--- src/hw/rtl/datp_pkg.sv ---
package datp_pkg;

    localparam int FRAC_BITS_DEF = 20;

    localparam logic [2:0] REG_P_VMAX = 3'd0;
    localparam logic [2:0] REG_P_AMAX = 3'd1;
    localparam logic [2:0] REG_R_VMAX = 3'd2;
    localparam logic [2:0] REG_R_AMAX = 3'd3;
    localparam logic [2:0] REG_P_REV  = 3'd4;
    localparam logic [2:0] REG_R_REV  = 3'd5;

    // controller to datapath
    typedef struct packed {
        logic load;     // capture beat and config, resync positions
        logic axis_sel; // 0 pitch, 1 roll
        logic prep;     // compute err, max_dv, stop_v
        logic sq_mul;   // form 2*acc*|err|
        logic sq_start;
        logic upd;      // velocity update
        logic pmul;     // vel*dt
        logic wb;       // position writeback
    } datp_cmd_t;

    typedef struct packed {
        logic sq_done;
    } datp_sts_t;

endpackage

--- src/hw/rtl/datp_ctrl.sv ---
module datp_ctrl (
    input  logic                aclk,
    input  logic                aresetn,
    input  logic                s_valid,
    output logic                s_ready,
    output logic                m_valid,
    input  logic                m_ready,
    output datp_pkg::datp_cmd_t cmd,
    input  datp_pkg::datp_sts_t sts
);
    localparam logic [2:0] ST_IDLE = 3'd0;
    localparam logic [2:0] ST_PREP = 3'd1;
    localparam logic [2:0] ST_SQM  = 3'd2;
    localparam logic [2:0] ST_SQS  = 3'd3;
    localparam logic [2:0] ST_WAIT = 3'd4;
    localparam logic [2:0] ST_PMUL = 3'd5;
    localparam logic [2:0] ST_WB   = 3'd6;
    localparam logic [2:0] ST_OUT  = 3'd7;

    logic [2:0] state_reg, state_next;
    logic       axis_reg, axis_next;

    assign s_ready = (state_reg == ST_IDLE);
    assign m_valid = (state_reg == ST_OUT);

    always_comb begin
        state_next = state_reg;
        axis_next = axis_reg;
        cmd = '0;
        cmd.axis_sel = axis_reg;
        unique case (state_reg)
            ST_IDLE: if (s_valid) begin
                cmd.load = 1'b1;
                axis_next = 1'b0;
                state_next = ST_PREP;
            end
            ST_PREP: begin cmd.prep = 1'b1; state_next = ST_SQM; end
            ST_SQM:  begin cmd.sq_mul = 1'b1; state_next = ST_SQS; end
            ST_SQS:  begin cmd.sq_start = 1'b1; state_next = ST_WAIT; end
            ST_WAIT: if (sts.sq_done) begin
                cmd.upd = 1'b1;
                state_next = ST_PMUL;
            end
            ST_PMUL: begin cmd.pmul = 1'b1; state_next = ST_WB; end
            ST_WB: begin
                cmd.wb = 1'b1;
                if (axis_reg) begin
                    state_next = ST_OUT;
                end else begin
                    axis_next = 1'b1;
                    state_next = ST_PREP;
                end
            end
            ST_OUT: if (m_ready) state_next = ST_IDLE;
            default: state_next = ST_IDLE;
        endcase
    end

    always_ff @(posedge aclk) begin
        if (!aresetn) begin
            state_reg <= ST_IDLE;
            axis_reg <= 1'b0;
        end else begin
            state_reg <= state_next;
            axis_reg <= axis_next;
        end
    end
endmodule

--- config.mk ---
export PLATFORM = sky130hd
export DESIGN_NAME = datp_ctrl
export DESIGN_NICKNAME = d
export VERILOG_FILES = /design/src/hw/rtl/datp_pkg.sv /design/src/hw/rtl/datp_ctrl.sv
export SDC_FILE = /design/constraint.sdc
export NUM_CORES = 1
export LEC_CHECK = 0
export ABC_CLOCK_PERIOD_IN_PS = 2440
export BUFFER_PORTS_ARGS = -buffer_cell sky130_fd_sc_hd__buf_4
export CAP_MARGIN = 15
export CORE_AREA = 2 2 39 41
export CTS_CLUSTER_SIZE = 30
export DETAILED_ROUTE_END_ITERATION = 6
export DIE_AREA = 0 0 41 43
export PLACE_DENSITY_LB_ADDON = 0.25
export SLEW_MARGIN = 10
export SYNTH_ARGS = -nofsm -noshare
export SYNTH_HDL_FRONTEND = slang
export SYNTH_SLANG_ARGS = --single-unit
export TNS_END_PERCENT = 100
--- constraint.sdc ---
create_clock -name aclk -period 2.44 [get_ports aclk]
set_clock_uncertainty 0.05 [all_clocks]
set_input_delay 0.244 -clock aclk [delete_from_list [all_inputs] [get_ports aclk]]
set_output_delay 0.244 -clock aclk [all_outputs]
set_load 0.05 [all_outputs]
# Word-level counts from Yosys, hierarchy flattened
# Cells that the tools add are included.
dict set report classes {
  n_reduce_logical 4
  eq_ne 10
  muxes 16
}
# cell n
set op_table {}
lappend op_table {{one-hot mux 3 bit (8 select lines)} 1}
lappend op_table {{== test 3 bit (second input constant)} 4}
lappend op_table {{two-way mux 3 bit} 4}
lappend op_table {{two-way mux 1 bit} 10}
lappend op_table {{== test 3 x 2 -> 1 bit (second input constant)} 2}
lappend op_table {{inequality test 2 bit (second input constant)} 2}
lappend op_table {{== test 3 x 1 -> 1 bit (second input constant)} 1}
lappend op_table {{zero test 3 bit} 1}
lappend op_table {{AND reduction 3 bit} 1}
lappend op_table {{inequality test 2 x 1 -> 1 bit (second input constant)} 1}
lappend op_table {{one-hot mux 1 bit (2 select lines)} 1}
lappend op_table {{AND reduction 2 bit} 1}
lappend op_table {{nonzero test 2 bit} 1}
dict set report word_totals {
  word_cells 32
  ff_bits 4
  inputBits 5
  output_inout_bits 10
}

# Longest topological paths before layout
dict set report depth {
  depth_word 3
  mapped_depth 4
  depth_no_buf 3
}

# Worst setup path after synthesis
# OpenSTA, ideal clock, no wires.
dict set report synth_timing {
  path_kind {register -> output}
  start {register state_reg[2]}
  end {output port cmd[7] in the netlist's numbering}
  stages_incl_launch_ff 3
  n_path_buf 0
  slack_ns 0.198
  required_time_ns 2.146
  arrival_time_ns 1.948
  path_cell_list {dfxtp_1 -> nor3_1 -> and2_2}
}
# element line_no
set synth_lines {}
lappend synth_lines {{start, declared} datp_ctrl.sv:20} ;# logic [2:0] state_reg, state_next;
lappend synth_lines {{start signal, assigned} datp_ctrl.sv:64} ;# state_reg <= state_next;
lappend synth_lines {{end, declared} datp_ctrl.sv:8} ;# output datp_pkg::datp_cmd_t cmd,

==> impl_metrics.json <==
{
  "status": "finished, final reports clean",
  "post_cts_buffers": 0,
  "synth_flop_cell": "dfxtp_1",
  "worst_hold_slack_ns": 0.217,
  "rr_worst_depth": 3,
  "via_count": 270,
  "cts_buffers": 3,
  "io_pins": 15,
  "final-hold-violation-count": 0,
  "start_util_pct": 21.5,
  "synth-simple-area-share_pct": 35.7,
  "antenna_found_initial": 0,
  "holdBufCountCts": 0,
  "cts_tree": "yes",
  "synth_area_leaders": "dfxtp_1 (27%), buf_4 (10%), a21boi_0 (5.0%)",
  "clock_latency_ns": 0.23,
  "yosys.area.top_type": "dfxtp_1",
  "r2r_slack_ns": 1.28,
  "grt_max_degree": 14,
  "nFillCells": 157,
  "finalSetupTns_ns": 0,
  "worstPathArrival_ns": 1.28,
  "synthTopCellsByCount": "buf_4 (4), dfxtp_1 (4), nor2_1 (3)",
  "ant_nets": 0,
  "period_needed_ns": 1.58,
  "ys_seq_elements": 4,
  "layout.nets": 55,
  "reg2reg_from": "state_reg[2]",
  "ctsResizeCount": 0,
  "die_h_um": 43,
  "synthCells": 36,
  "largest_register_ffs": 3,
  "drive_gt1_share_pct": 50.0,
  "drc": 0,
  "rsz0062_at_grt": "no",
  "dieArea_mm2": 0.00176,
  "fin_crit_sh_pct": 64.7,
  "grt_usage_pct": 7.92,
  "clk_path_buf_depth": 2,
  "syn_nets": 41,
  "clk_pin_slew_ns": 0.04,
  "cts-root-buf": "clkbuf_4",
  "synth_top_family_by_area": "simple AND/OR/NAND/NOR gates",
  "grt_pass1_wl_um": 931,
  "detail_route.wl_per_cell_um": 9.53,
  "htree_levels": 1,
  "syn-cell-area_um2": 298,
  "synth_cell_types": 23,
  "holdPathEnd": "axis_reg",
  "finalSetupViolCount": 0,
  "post-route-util_pct": 29.7,
  "synth_top_cell_area_share_pct": 26.9,
  "drtIter0Drc": 4,
  "synthAdderAreaFrac_pct": 0,
  "yosysSeqAreaShare_pct": 26.9,
  "cp-start-kind": "flop",
  "grt.overflow.total": 0,
  "timing.rr.end": "state_reg[0]",
  "n_antenna_cell": 0,
  "numClockSinks": 4,
  "max_cap_viol_count": 0,
  "synth.avg_cell_area_um2": 8.27,
  "die_w_um": 41,
  "synthArstFlopShare_pct": 0,
  "slew-limit-headroom_pct": 75.5,
  "peakVddDrop_uv": 221,
  "worst_slew_pin_slew_ns": 0.367,
  "critical_path_class": "flop to primary output",
  "synth_mux_area_share_pct": 3.36,
  "p_per_area_mw_per_mm2": 573,
  "min_from": "aresetn",
  "critPathRequiredTime_ns": 2.15,
  "syn2layout_area_growth_pct": 37.8,
  "min_path_type": "primary input to flop",
  "synth_xor_area_share_pct": 0,
  "drt_pre_antenna_iters": 3,
  "ys_warn_count": 0,
  "crit_path_max_fanout": 13,
  "synth-compound-area-share_pct": 21.0,
  "crit_path_end_kind": "primary output",
  "place_hpwl_um": 454,
  "routed_wl_um": 610,
  "finalMaxSlewViolations": 0,
  "port_buffers": 14,
  "core-area_mm2": 0.00138,
  "grt_pass1_vias": 225,
  "max_freq_mhz": 634,
  "place_congestion": 0.635,
  "vias_per_cell": 4.22,
  "fp-row-count": 14,
  "synth-edff-count": 0,
  "hold_depth": 3,
  "p_leak_nw": 0.185
}
cells in the final DEF, fill, tap and decap left out, drive strengths merged:
| cell type | synthesis | routed |
|---|---|---|
| a21boi | 2 | 2 |
| and2 | 2 | 2 |
| nor3b | 1 | 1 |
| o21a | 2 | 2 |
| nor3 | 1 | 1 |
| buf | 5 | 14 |
| o21ai | 2 | 2 |
| mux2i | 1 | 1 |
| and3b | 2 | 2 |
| dfxtp | 4 | 4 |
| a22o | 1 | 1 |
| inv | 1 | 1 |
| a21oi | 2 | 2 |
| nor2 | 3 | 3 |
| nand2 | 3 | 3 |
| and4bb | 1 | 1 |
| nand2b | 2 | 2 |
| clkbuf | 0 | 3 |
| and3 | 1 | 1 |
routing by layer:
layer / share of wire (%) / GRT usage [%]
met3: 6.9 / 1.57
met5: 0 / 0
met1: 47 / 11.5
met2: 46 / 8.75
met4: 0 / 8.00
critical path, stage by stage (launching register included):
cell and delay, ns:
dfxtp_1 0.41, nor3_1 0.25, and2_2 0.20, buf_4 0.19
worst max path at each step:
stage	start	to	slack, ns	cells after the start
global placement	state_reg[2]	cmd[7]	1.12	3
detailed placement	state_reg[2]	cmd[7]	1.11	3
CTS	state_reg[2]	cmd[7]	0.84	3
floorplan	state_reg[2]	cmd[7]	0.20	2
global route	state_reg[2]	cmd[7]	0.78	3
finish	state_reg[2]	cmd[7]	0.86	3
cell type report:
cell class / count / area, µm² / area share [%]
inverter: 1 / 3.75 / 0.915
multi-input combinational: 26 / 179 / 43.6
timing repair buffer: 14 / 105 / 25.6
sequential: 4 / 80.1 / 19.5
tap: 16 / 20.0 / 4.88
clock buffer: 3 / 22.5 / 5.49
power by group:
part           leakage (nW)  switching, W  internal (W)
Sequential           0.0327    0.00000968     0.0000698
Clock                0.0138     0.0000252     0.0000549
Combinational         0.139     0.0000476     0.0000281
metrics by stage:
stage	power (W)	area (µm²)	instances	setup slack (ns)
3_5_place_dp	0.000157	388	61	1.11
3_3_place_gp	0.000157	388	61	1.12
6_report	0.000235	410	64	0.862
5_1_grt	0.000248	410	64	0.778
4_1_cts	0.000241	410	64	0.838
2_1_floorplan	0.000136	298	36	0.198
cells by family (layout without fill, tap and decap cells):
kind of cell,Yosys count,in the layout
AND/OR/NAND/NOR,16,16
AO/OA/AOI/OAI,9,9
buffers and inverters,6,18
flip-flops,4,4
multiplexers,1,1
Note: power is estimated with default switching activity, not from simulation.
